### src/hdl/sfr_pkg.sv
// ---------------------------------------------------------------------------
// sfr_pkg
// Shared types and constants for the status frame receiver: request codes,
// result status codes, parser phases, sequencer states and frame constants.
// ---------------------------------------------------------------------------
package sfr_pkg;

  // request codes on req_type
  localparam logic [1:0] REQ_BYTE    = 2'd0;
  localparam logic [1:0] REQ_TIMEOUT = 2'd1;
  localparam logic [1:0] REQ_READ    = 2'd2;

  // result status codes
  localparam logic [2:0] ST_OK        = 3'd0;
  localparam logic [2:0] ST_PING      = 3'd1;
  localparam logic [2:0] ST_SLAVE_ERR = 3'd2;
  localparam logic [2:0] ST_BAD_INST  = 3'd3;
  localparam logic [2:0] ST_CRC       = 3'd4;
  localparam logic [2:0] ST_LENGTH    = 3'd5;
  localparam logic [2:0] ST_TIMEOUT   = 3'd6;
  localparam logic [2:0] ST_RANGE     = 3'd7;

  // configuration register index (paddr[2])
  localparam logic CFG_TABLE_SIZE = 1'b0;
  localparam logic [7:0] TABLE_SIZE_RESET = 8'd251;

  // frame constants
  localparam logic [15:0] CRC_POLY    = 16'h8005;
  localparam logic [7:0]  HDR_BYTE    = 8'hFF;
  localparam logic [7:0]  INST_STATUS = 8'h55;
  localparam logic [7:0]  LEN_MIN     = 8'd3;
  localparam logic [7:0]  LEN_MAX     = 8'd250;
  localparam logic [7:0]  PING_CRC_HI = 8'hFE;
  localparam logic [7:0]  PING_CRC_LO = 8'h56;
  localparam logic [7:0]  PING_LEN    = 8'd4;
  localparam logic [7:0]  HDR_BYTES   = 8'd5;  // inst, err, start, crc hi, crc lo
  localparam logic [7:0]  DATA_OFFSET = 8'd3;  // first data byte in the body

  // body buffer
  localparam int BUF_DEPTH = 256;
  localparam int BUF_AW    = 8;

  // receive parser phase
  typedef enum logic [1:0] {
    PH_HDR1,
    PH_HDR2,
    PH_LEN,
    PH_BODY
  } phase_t;

  // sequencer state
  typedef enum logic [2:0] {
    S_IDLE,
    S_CRC,
    S_FINISH,
    S_COPY_RD,
    S_COPY_WR,
    S_TBL_RD,
    S_EMIT
  } state_t;

endpackage

### src/hdl/sfr_ram.sv
// ---------------------------------------------------------------------------
// sfr_ram
// Generic single-write, single-read RAM with a registered read port.
// ---------------------------------------------------------------------------
module sfr_ram #(
  parameter int WIDTH = 8,
  parameter int DEPTH = 256,
  localparam int AW = (DEPTH > 1) ? $clog2(DEPTH) : 1
) (
  input  logic             clk,
  input  logic             we,
  input  logic [AW-1:0]    waddr,
  input  logic [WIDTH-1:0] wdata,
  input  logic [AW-1:0]    raddr,
  output logic [WIDTH-1:0] rdata
);

  logic [WIDTH-1:0] mem [DEPTH];

  // write port
  always_ff @(posedge clk) begin
    if (we) begin
      mem[waddr] <= wdata;
    end
  end

  // registered read port
  always_ff @(posedge clk) begin
    rdata <= mem[raddr];
  end

endmodule

### src/hdl/status_frame_receiver_unit.sv
// ---------------------------------------------------------------------------
// status_frame_receiver_unit
// Status frame parser: hunts FF FF, takes a length byte and the body, runs
// CRC-16 (0x8005) one bit per cycle and copies data bytes into the table.
// ---------------------------------------------------------------------------
// Steps: header, timeout and unknown beats go from idle to the emit state;
// a valid length byte and body bytes first pass the bit-serial CRC state; an
// in-range table read passes the table read state. A frame's last byte adds a
// finish state and a copy pass per copied data byte (one body-buffer read and one table write per byte).
// Throughput: one beat in flight; the next is taken once the result is loaded.
// Reset: parser hunts the first header byte, table reads as zero at once
// through per-entry valid bits; no clearing pass.
// ---------------------------------------------------------------------------
module status_frame_receiver_unit #(
  parameter int TABLE_DEPTH = 256
) (
  input  logic        clk,
  input  logic        rst,
  // item channel
  input  logic        item_valid,
  output logic        item_stall,
  input  logic [1:0]  req_type,
  input  logic [7:0]  rx_byte,
  input  logic [7:0]  read_address,
  // result channel
  output logic        result_valid,
  input  logic        result_stall,
  output logic        frame_done,
  output logic [2:0]  status,
  output logic [7:0]  slave_error,
  output logic [7:0]  table_start,
  output logic [7:0]  written_count,
  output logic [7:0]  read_data,
  // configuration port
  input  logic        psel,
  input  logic        penable,
  input  logic        pwrite,
  input  logic [2:0]  paddr,
  input  logic [31:0] pwdata,
  output logic [31:0] prdata,
  output logic        pready
);

  import sfr_pkg::*;

  localparam int TAW = (TABLE_DEPTH > 1) ? $clog2(TABLE_DEPTH) : 1;
  localparam logic [8:0] TBL_LIMIT = 9'(TABLE_DEPTH);

  // control state
  state_t      state, state_next;
  phase_t      phase;
  logic [7:0]  table_size;
  logic [7:0]  frame_length;
  logic [7:0]  body_count;
  logic [15:0] crc;
  logic [2:0]  bit_cnt;
  logic        last_byte;
  logic [7:0]  copy_idx;
  logic [TABLE_DEPTH-1:0] tbl_valid;

  // captured body fields
  logic [7:0]  f_inst, f_err, f_start, f_b3;

  // working result
  logic        res_done;
  logic [2:0]  res_status;
  logic [7:0]  res_slave_error, res_start, res_count, res_read_data;
  logic        rd_valid;

  // handshakes
  logic accept, out_free, cfg_write;
  assign item_stall = (state != S_IDLE);
  assign accept     = item_valid && !item_stall;
  assign out_free   = !result_valid || !result_stall;
  assign pready     = 1'b1;
  assign cfg_write  = psel && penable && pwrite && pready;

  // register read-back
  always_comb begin
    prdata = '0;
    if (paddr[2] == CFG_TABLE_SIZE) begin
      prdata = {24'd0, table_size};
    end
  end

  // byte classification
  logic len_ok, rd_in_range;
  logic timeout_beat, badlen_beat;
  logic [7:0] count_inc;
  assign len_ok       = (rx_byte >= LEN_MIN) && (rx_byte <= LEN_MAX);
  assign rd_in_range  = ({1'b0, read_address} < TBL_LIMIT);
  assign count_inc    = body_count + 8'd1;
  assign timeout_beat = accept && (req_type == REQ_TIMEOUT);
  assign badlen_beat  = accept && (req_type == REQ_BYTE) && (phase == PH_LEN) && !len_ok;

  // one CRC bit step, the shared shift unit
  logic [15:0] crc_step;
  assign crc_step = crc[15] ? ({crc[14:0], 1'b0} ^ CRC_POLY) : {crc[14:0], 1'b0};

  // end-of-frame evaluation
  logic       range_fail, ping, go_copy;
  logic [7:0] copy_count;
  logic [2:0] fin_status;
  assign range_fail = ({1'b0, f_start} + {1'b0, frame_length}) >=
                      (9'd4 + {1'b0, table_size});
  assign ping       = (frame_length == PING_LEN) && (f_start == PING_CRC_HI) &&
                      (f_b3 == PING_CRC_LO);
  assign copy_count = (frame_length >= HDR_BYTES) ? (frame_length - HDR_BYTES) : 8'd0;

  always_comb begin
    if (crc != 16'd0) begin
      fin_status = ST_CRC;
    end else if (f_inst != INST_STATUS) begin
      fin_status = ST_BAD_INST;
    end else if (f_err != 8'd0) begin
      fin_status = ST_SLAVE_ERR;
    end else if (ping) begin
      fin_status = ST_PING;
    end else if (range_fail) begin
      fin_status = ST_RANGE;
    end else begin
      fin_status = ST_OK;
    end
  end
  assign go_copy = (fin_status == ST_OK) && (copy_count != 8'd0);

  // copy addressing
  logic [8:0] wr_sum;
  logic       wr_in_range, copy_end;
  assign wr_sum      = {1'b0, res_start} + {1'b0, copy_idx};
  assign wr_in_range = (wr_sum < TBL_LIMIT);
  assign copy_end    = ((copy_idx + 8'd1) == res_count);

  // body buffer
  logic             buf_we;
  logic [BUF_AW-1:0] buf_raddr;
  logic [7:0]       buf_rdata;
  assign buf_we    = accept && (req_type == REQ_BYTE) && (phase == PH_BODY);
  assign buf_raddr = BUF_AW'(copy_idx + DATA_OFFSET);

  sfr_ram #(.WIDTH(8), .DEPTH(BUF_DEPTH)) u_body_buf (
    .clk   (clk),
    .we    (buf_we),
    .waddr (body_count),
    .wdata (rx_byte),
    .raddr (buf_raddr),
    .rdata (buf_rdata)
  );

  // mirrored table
  logic           tbl_we;
  logic [TAW-1:0] tbl_waddr;
  logic [7:0]     tbl_rdata;
  assign tbl_we    = (state == S_COPY_WR) && wr_in_range;
  assign tbl_waddr = wr_sum[TAW-1:0];

  sfr_ram #(.WIDTH(8), .DEPTH(TABLE_DEPTH)) u_table (
    .clk   (clk),
    .we    (tbl_we),
    .waddr (tbl_waddr),
    .wdata (buf_rdata),
    .raddr (read_address[TAW-1:0]),
    .rdata (tbl_rdata)
  );

  // sequencer next state
  always_comb begin
    state_next = state;
    case (state)
      S_IDLE: begin
        if (accept) begin
          state_next = S_EMIT;
          if (req_type == REQ_BYTE) begin
            if (phase == PH_BODY || (phase == PH_LEN && len_ok)) begin
              state_next = S_CRC;
            end
          end else if (req_type == REQ_READ && rd_in_range) begin
            state_next = S_TBL_RD;
          end
        end
      end
      S_CRC: begin
        if (bit_cnt == 3'd7) begin
          state_next = last_byte ? S_FINISH : S_EMIT;
        end
      end
      S_FINISH:  state_next = go_copy ? S_COPY_RD : S_EMIT;
      S_COPY_RD: state_next = S_COPY_WR;
      S_COPY_WR: state_next = copy_end ? S_EMIT : S_COPY_RD;
      S_TBL_RD:  state_next = S_EMIT;
      S_EMIT:    state_next = out_free ? S_IDLE : S_EMIT;
      default:   state_next = S_IDLE;
    endcase
  end

  always_ff @(posedge clk) begin
    if (rst) begin
      state <= S_IDLE;
    end else begin
      state <= state_next;
    end
  end

  // parser and datapath control
  always_ff @(posedge clk) begin
    if (rst) begin
      phase        <= PH_HDR1;
      frame_length <= 8'd0;
      body_count   <= 8'd0;
      crc          <= 16'd0;
      bit_cnt      <= 3'd0;
      last_byte    <= 1'b0;
      copy_idx     <= 8'd0;
      table_size   <= TABLE_SIZE_RESET;
      tbl_valid    <= '0;
    end else begin
      if (cfg_write && paddr[2] == CFG_TABLE_SIZE) begin
        table_size <= pwdata[7:0];
      end
      case (state)
        S_IDLE: begin
          bit_cnt  <= 3'd0;
          copy_idx <= 8'd0;
          if (accept && req_type == REQ_TIMEOUT) begin
            phase <= PH_HDR1;
          end else if (accept && req_type == REQ_BYTE) begin
            case (phase)
              PH_HDR1: begin
                if (rx_byte == HDR_BYTE) begin
                  phase <= PH_HDR2;
                end
              end
              PH_HDR2: phase <= (rx_byte == HDR_BYTE) ? PH_LEN : PH_HDR1;
              PH_LEN: begin
                if (len_ok) begin
                  frame_length <= rx_byte;
                  body_count   <= 8'd0;
                  crc          <= {rx_byte, 8'd0};
                  last_byte    <= 1'b0;
                  phase        <= PH_BODY;
                end else begin
                  phase <= PH_HDR1;
                end
              end
              default: begin
                crc        <= crc ^ {rx_byte, 8'd0};
                body_count <= count_inc;
                last_byte  <= (count_inc >= frame_length);
                if (count_inc >= frame_length) begin
                  phase <= PH_HDR1;
                end
              end
            endcase
          end
        end
        S_CRC: begin
          crc     <= crc_step;
          bit_cnt <= bit_cnt + 3'd1;
        end
        S_COPY_WR: begin
          copy_idx <= copy_idx + 8'd1;
          if (wr_in_range) begin
            tbl_valid[tbl_waddr] <= 1'b1;
          end
        end
        default: ;
      endcase
    end
  end

  // body field capture and working result
  always_ff @(posedge clk) begin
    case (state)
      S_IDLE: begin
        res_done        <= timeout_beat || badlen_beat;
        res_status      <= timeout_beat ? ST_TIMEOUT : (badlen_beat ? ST_LENGTH : ST_OK);
        res_slave_error <= 8'd0;
        res_start       <= 8'd0;
        res_count       <= 8'd0;
        res_read_data   <= 8'd0;
        rd_valid        <= rd_in_range && tbl_valid[read_address[TAW-1:0]];
        if (buf_we) begin
          case (body_count)
            8'd0:    f_inst  <= rx_byte;
            8'd1:    f_err   <= rx_byte;
            8'd2:    f_start <= rx_byte;
            8'd3:    f_b3    <= rx_byte;
            default: ;
          endcase
        end
      end
      S_FINISH: begin
        res_done        <= 1'b1;
        res_status      <= fin_status;
        res_slave_error <= (fin_status == ST_SLAVE_ERR) ? f_err : 8'd0;
        res_start       <= (fin_status == ST_OK || fin_status == ST_RANGE) ? f_start : 8'd0;
        res_count       <= (fin_status == ST_OK) ? copy_count : 8'd0;
      end
      S_TBL_RD: begin
        res_read_data <= rd_valid ? tbl_rdata : 8'd0;
      end
      default: ;
    endcase
  end

  // output register
  always_ff @(posedge clk) begin
    if (rst) begin
      result_valid <= 1'b0;
    end else if (state == S_EMIT && out_free) begin
      result_valid <= 1'b1;
    end else if (!result_stall) begin
      result_valid <= 1'b0;
    end
  end

  always_ff @(posedge clk) begin
    if (state == S_EMIT && out_free) begin
      frame_done    <= res_done;
      status        <= res_status;
      slave_error   <= res_slave_error;
      table_start   <= res_start;
      written_count <= res_count;
      read_data     <= res_read_data;
    end
  end

endmodule

### config.mk
export PLATFORM = sky130hd
export DESIGN_NAME = status_frame_receiver_unit
export DESIGN_NICKNAME = d
export VERILOG_FILES = /design/src/hdl/sfr_pkg.sv /design/src/hdl/sfr_ram.sv /design/src/hdl/status_frame_receiver_unit.sv
export SDC_FILE = /design/constraint.sdc
export NUM_CORES = 2
export LEC_CHECK = 0
export ABC_CLOCK_PERIOD_IN_PS = 5560
export BUFFER_PORTS_ARGS = -buffer_cell sky130_fd_sc_hd__buf_2
export CAP_MARGIN = 20
export CORE_UTILIZATION = 55
export DETAILED_ROUTE_END_ITERATION = 6
export HOLD_SLACK_MARGIN = 0.03
export PLACE_DENSITY = 0.79
export SYNTH_ARGS = -nofsm -noshare
export SYNTH_HDL_FRONTEND = slang
export SYNTH_HIERARCHICAL = 1
export SYNTH_SLANG_ARGS = --single-unit
### constraint.sdc
create_clock -name clk -period 5.56 [get_ports clk]
set_clock_uncertainty 0.1 [all_clocks]
set_input_delay 1.112 -clock clk [delete_from_list [all_inputs] [get_ports clk]]
set_output_delay 1.112 -clock clk [all_outputs]
set_load 0.01 [all_outputs]
== After elaboration in Yosys (flattened, before gate mapping) ==
Memory sizes are Yosys's and may differ from the RTL's. A register that Yosys moved wholly into a read port is not among the register bits.
Cells that the tools add are included.
Widths: inputs -> output; s select.
Cells by class
  add/sub/neg operators: 8
  $lt $le $gt $ge: 9
  eq/ne operators: 32
  muxes and demuxes: 58
  bitwise gates (word level): 6
  reduce and logical (&&, ||, !) cells: 51
Operator list (count)
  $or 256x256->256: 1
  $pmux 8 s2: 6
  $mux 16: 4
  $pmux 16 s2: 2
  $mux 8: 7
  $mux 3: 15
  $pmux 3 s7: 1
  $add 8x8->9: 2
  $lt 8x9->1 const B: 2
  $logic_and 1x1->1: 17
  $add 8x1->8 const B: 2
  $eq 8x2->1 const B: 2
  $eq 8x8->1 const B: 2
  $reduce_bool 16->1: 1
  $reduce_bool 8->1: 2
  $xor 16x16->16: 1
  $eq 3x3->1 const B: 5
  $reduce_and 5->1: 3
  $mux 2: 7
  $ne 2x2->1 const B: 6
  $pmux 3 s2: 2
  $reduce_and 3->1: 4
  $reduce_bool 2->1: 5
  $add 3x8->9 const A: 1
  other kinds (38): 64
Storage, ports and cells
  flip-flop bits (word level): 419
  bits in writable memories: 4096
  output and inout bits: 71
  memories kept: 2
Memories
  u_body_buf.mem: words 256, bits a word 8, read ports 1, clocked after Yosys merged registers in 1, wr ports 1, RTL line sfr_ram.sv:18  | logic [WIDTH-1:0] mem [DEPTH];
  u_table.mem: words 256, bits a word 8, read ports 1, clocked after Yosys merged registers in 1, wr ports 1, RTL line sfr_ram.sv:18

== Longest topological paths before layout ==
  depth in word-level cells: 11
  depth in mapped cells: 18

== Cells and area by module ==
Netlist, hierarchy kept.
Modules (own cells, without submodules)
  sfr_ram: times used 2, cells each 3733, area an instance 79556.3 sq um
  status_frame_receiver_unit: times used 1, cells each 1951, area an instance 18938.2 sq um

== Worst setup path before layout ==
Ideal clock, no wire load.
  kind: flip-flop to flip-flop
  start: reg u_body_buf.rdata[0], read port of u_body_buf.mem
  end: mem u_table.mem[0][0], data pin
  setup time: 0.852 ns
  data arrival time: 3.382 ns
  required time: 4.608 ns
  setup slack: 1.226 ns
  cell stages (with the launch flop): 1
  clock period less this slack: 4.334 ns
  cell sequence: dfxtp_1
RTL lines
  start, declared: RTL line sfr_ram.sv:15  | output logic [WIDTH-1:0] rdata
  end, declared: RTL line sfr_ram.sv:18
Straight into the memory's write port.

== Worst setup path in the final report ==
  start: reg res_start[1]
  end: mem u_table.mem[182][0] (enable)
Between the ends
  word-level cells in the longest chain between the ends: 5
RTL lines
  start, declared: RTL line status_frame_receiver_unit.sv:67  | logic [7:0] res_slave_error, res_start, res_count, res_read_data;
  start signal, assigned: RTL line status_frame_receiver_unit.sv:296  | res_start <= (fin_status == ST_OK || fin_status == ST_RANGE) ? f_start : 8'd0;
  $add 8x8->9 (*): RTL line status_frame_receiver_unit.sv:130  | assign wr_sum = {1'b0, res_start} + {1'b0, copy_idx};
  named net wr_sum[7]: RTL line status_frame_receiver_unit.sv:128  | logic [8:0] wr_sum;
  $lt 9x9->1: RTL line status_frame_receiver_unit.sv:131  | assign wr_in_range = (wr_sum < TBL_LIMIT);
  $logic_and 1x1->1: RTL line status_frame_receiver_unit.sv:154  | assign tbl_we = (state == S_COPY_WR) && wr_in_range;
  $mux 1: RTL line sfr_ram.sv:22  | if (we) begin
  $mux 1 (not written as such): RTL line sfr_ram.sv:23  | mem[waddr] <= wdata;
The timed path passes the listed nets; every way through them passes the cells marked *.

==> results.md <==
* Run status: finished with violations
* Failing checks: design-rule violations
* Slew headroom at 5.101%
* Max Freq at 198.7 MHz
* Met3 Usage GRT at 7.324%
* Post-Syn Instances at 9417
* Max-cap violations at 0
* Share of layout cells above drive strength 1 at 20.98%
* CTS Hold Bufs at 0
* Fin crit period at 5.034 ns
* Die Height at 571.0 µm
* CP Max Fanout at 16
* Routed wire per std cell at 32.78 µm
* Vias in the first global route at 97.48k
* # placed instances at 13.59k
* Critical path startpoint category: flop
* Clk_lat worst skew at 0.97 ns
* Final WS setup at 0.5263 ns
* VDD IR max at 420.8 µV
* CTS H-Tree Depth at 5
* Nets at 9828
* Final setup violation count at 0
* R2r startpoint: res_start[1]
* CTS tree: built
* Hold Vio Cnt, Final at 0
* DRC Markers at 4
* R2R cell count at 11
* Synth area leaders: edfxtp_1 (71%), mux4_2 (12%), dfxtp_1 (3.7%)
* #FFs+latches synth at 4531
* Die span in x at 571.0 µm
* Setup repair after global routing missed its margin: no
* Synth Cell Area at 178100 µm²
* Fin cells at 14.41k
* Root buf cell: clkbuf_16
* Core Area at 321700 µm²
* Buffer count from post-CTS setup fixing at 0
* Seq/Total Area, Yosys at 74.56%
* Number of warnings issued by yosys at 6
* Arrival time worst endpoint at 5.56 ns
* Hold Path Sink: table_size[1]
* Synthesized area per cell at 18.91 µm²
* Num CTS Buffers at 426
* Largest net degree at the start of global routing at 234
* Grt total ovfl at 0
* First drt pass iteration count at 7
* Slew @ Worst Pin at 1.423 ns
* GRT Overall Usage at 28.05%
* Post-route ant nets at 0
* Area growth from synthesis to layout at 11.25%
* Post-synth EDFFs at 4201
* Die area at 326000 µm²
* Vias per cell at 6.862
* WHS Path Cells at 2
* Top cell type's share of synthesized area at 70.85%
* Crit end category: flop
* Worst Hold Class: input port to flop
* RD Place Congestion at 0.8926
* Vias at 98.85k
* Top Usage Layer GRT: met2
* Crit path kind: flop to flop
* TNS Setup at 0 ns
* CTS resizes at 0
* First-pass GRT wire length at 666600 µm
* Total Routed Length at 472200 µm
* HPWL after DPL at 266300 µm
* Synth Flop Type: edfxtp_1
* Asr flop ratio synth at 0%
* Met2 usage in global routing at 44.09%
* Max Slew Vio Count at 0
* Crit share post-route at 90.53%
* Dpl ws at 0.7631 ns
* Hold path startpoint: pwdata[1]
* Clock Tree Buf Depth at 4
* Core Rows at 208
* Reg2reg setup slack at 0.53 ns
* Distinct cell type count after synthesis at 99
* Met1 Use GR at 37.20%
* Starting Density at 55.35%
* Reg clk slew, reported paths at 0.06 ns
* Initial antenna violation count at 15
* Reg-to-Reg End: u_table/mem[182][0]
* Num ports at 131
* Leak pwr at 63.25 nW
* Critical Path RT at 6.08 ns
* Clock sinks at 4531
* FILL cells at 20.76k
* Power Density at 412.7 nW/µm²
* Port-buffer cells at 79
* Initial DRC count at 15.59k
* Dominant cell type by area after synthesis: edfxtp_1
-- placed cells by master (no fill, tap or decap), drive strengths merged, types with 37 or more instances in the layout --
cell type	synthesis	layout
o22ai	332	332
mux2i	331	331
clkbuf	299	525
a22oi	282	282
mux4	948	948
nor4	70	70
edfxtp	4201	4201
inv	300	311
ha	45	45
a221oi	39	39
bufinv	0	51
o21ai	95	95
nor2b	75	75
and2	42	42
a211oi	37	37
clkinv	3	193
nand3	103	103
nand2	203	203
buf	307	450
nor2	656	656
a21oi	229	229
o221ai	94	94
dfxtp	330	330
nor3	64	64
-- worst max path at each step --
stage | cells after the start | start | slack, ns | end
final | 11 | res_start[1] | 0.53 | u_table/mem[182][0]
after global routing | 11 | res_start[1] | 0.34 | u_table/mem[187][2]
after CTS | 11 | res_start[1] | 0.71 | u_table/mem[177][1]
after detailed placement | 11 | res_start[1] | 0.76 | u_table/mem[177][0]
after global placement | 8 | read_address[1] | 0.90 | u_table/rdata[0]
after floorplan | 0 | u_body_buf/rdata[0] | 1.23 | u_table/mem[0][0]
-- flip-flops by register name (all words and copies together) (netlist names), 16 cells and up --
register	cells
u_table/mem	2048
crc	16
u_body_buf/mem	2048
tbl_valid	256
-- through the flow --
| stage | util, % | area (µm²) | power, mW | hold slack, ns |
|---|---|---|---|---|
| 6_report | 61.58 | 198100 | 81.75 | 0.2785 |
| 5_1_grt | 61.57 | 198000 | 83.38 | 0.2576 |
| 4_1_cts | 61.52 | 197900 | 81.33 | 0.2207 |
| 3_5_place_dp | 57.17 | 183900 | 52.31 | 0.3054 |
| 3_3_place_gp | 57.16 | 183900 | 51.83 | 0.3062 |
| 2_1_floorplan | - | 178100 | 48.46 | 0.3003 |
-- cells by family (layout without fill, tap and decap cells) --
| group | after synthesis | count (layout) | share of synthesized area (%) |
|---|---|---|---|
| DFF | 4531 | 4531 | 74.56 |
| and+or+nand+nor | 1351 | 1351 | 3.544 |
| buffers and inverters | 909 | 1552 | 2.648 |
| muxes | 1282 | 1282 | 13.88 |
| other | 2 | 42 | 0.004218 |
| adders and majority gates | 47 | 47 | 0.3387 |
| xor gates and xnor gates | 42 | 42 | 0.2066 |
| AOI/OAI and AO/OA | 1253 | 1253 | 4.818 |
-- routing by layer --
metal	vias to the layer above	wire (µm)
met1	49990	159000
li1	38850	-
met3	1552	65520
met4	16	25530
met5	-	190
met2	8445	221900
-- Yosys cell counts, drive strengths merged, types with 9 or more instances --
cell type / number
buf: 307
nand3: 103
a2111oi: 11
a22o: 29
nor2b: 75
o22ai: 332
a21o: 14
nor2: 656
o211ai: 24
a21oi: 229
nor4: 70
nand2: 203
xnor2: 25
ha: 45
edfxtp: 4201
o22a: 10
a211oi: 37
and3: 11
dfxtp: 330
nand3b: 20
a221oi: 39
o32ai: 14
nand4: 27
nor3: 64
o21ai: 95
xor2: 17
a22oi: 282
mux2i: 331
a31oi: 9
or2: 13
clkbuf: 299
and2: 42
mux4: 948
nand2b: 26
inv: 300
o221ai: 94
-- report_power, final --
| part | switching, mW | internal, mW |
|---|---|---|
| logic | 7.86 | 3.47 |
| clock network | 12.8 | 16.7 |
| registers | 0.790 | 40.1 |
-- critical path, stage by stage (launching register included) --
cell      delay, ns
edfxtp_1       0.50
ha_1           0.33
a21o_1         0.11
a21o_1         0.19
a211oi_2       0.13
nor2_1         0.33
o21a_1         0.16
nor2_1         0.05
xnor2_1        0.89
nor2b_1        0.38
nand3_1        0.62
nor2_1         0.91
-- final cells by class --
cell class,instances,area [µm²],share of cell area [%]
clock buffer,516,11220,5.666
tap,4305,5386,2.719
inverter,303,1152,0.5818
clock inverter,274,2776,1.402
multi-input combinational,4000,40810,20.60
sequential,4531,132800,67.04
timing repair buffer,459,3900,1.969
antenna,17,42.54,0.02148
No activity file was read; power rests on OpenSTA's default activity.
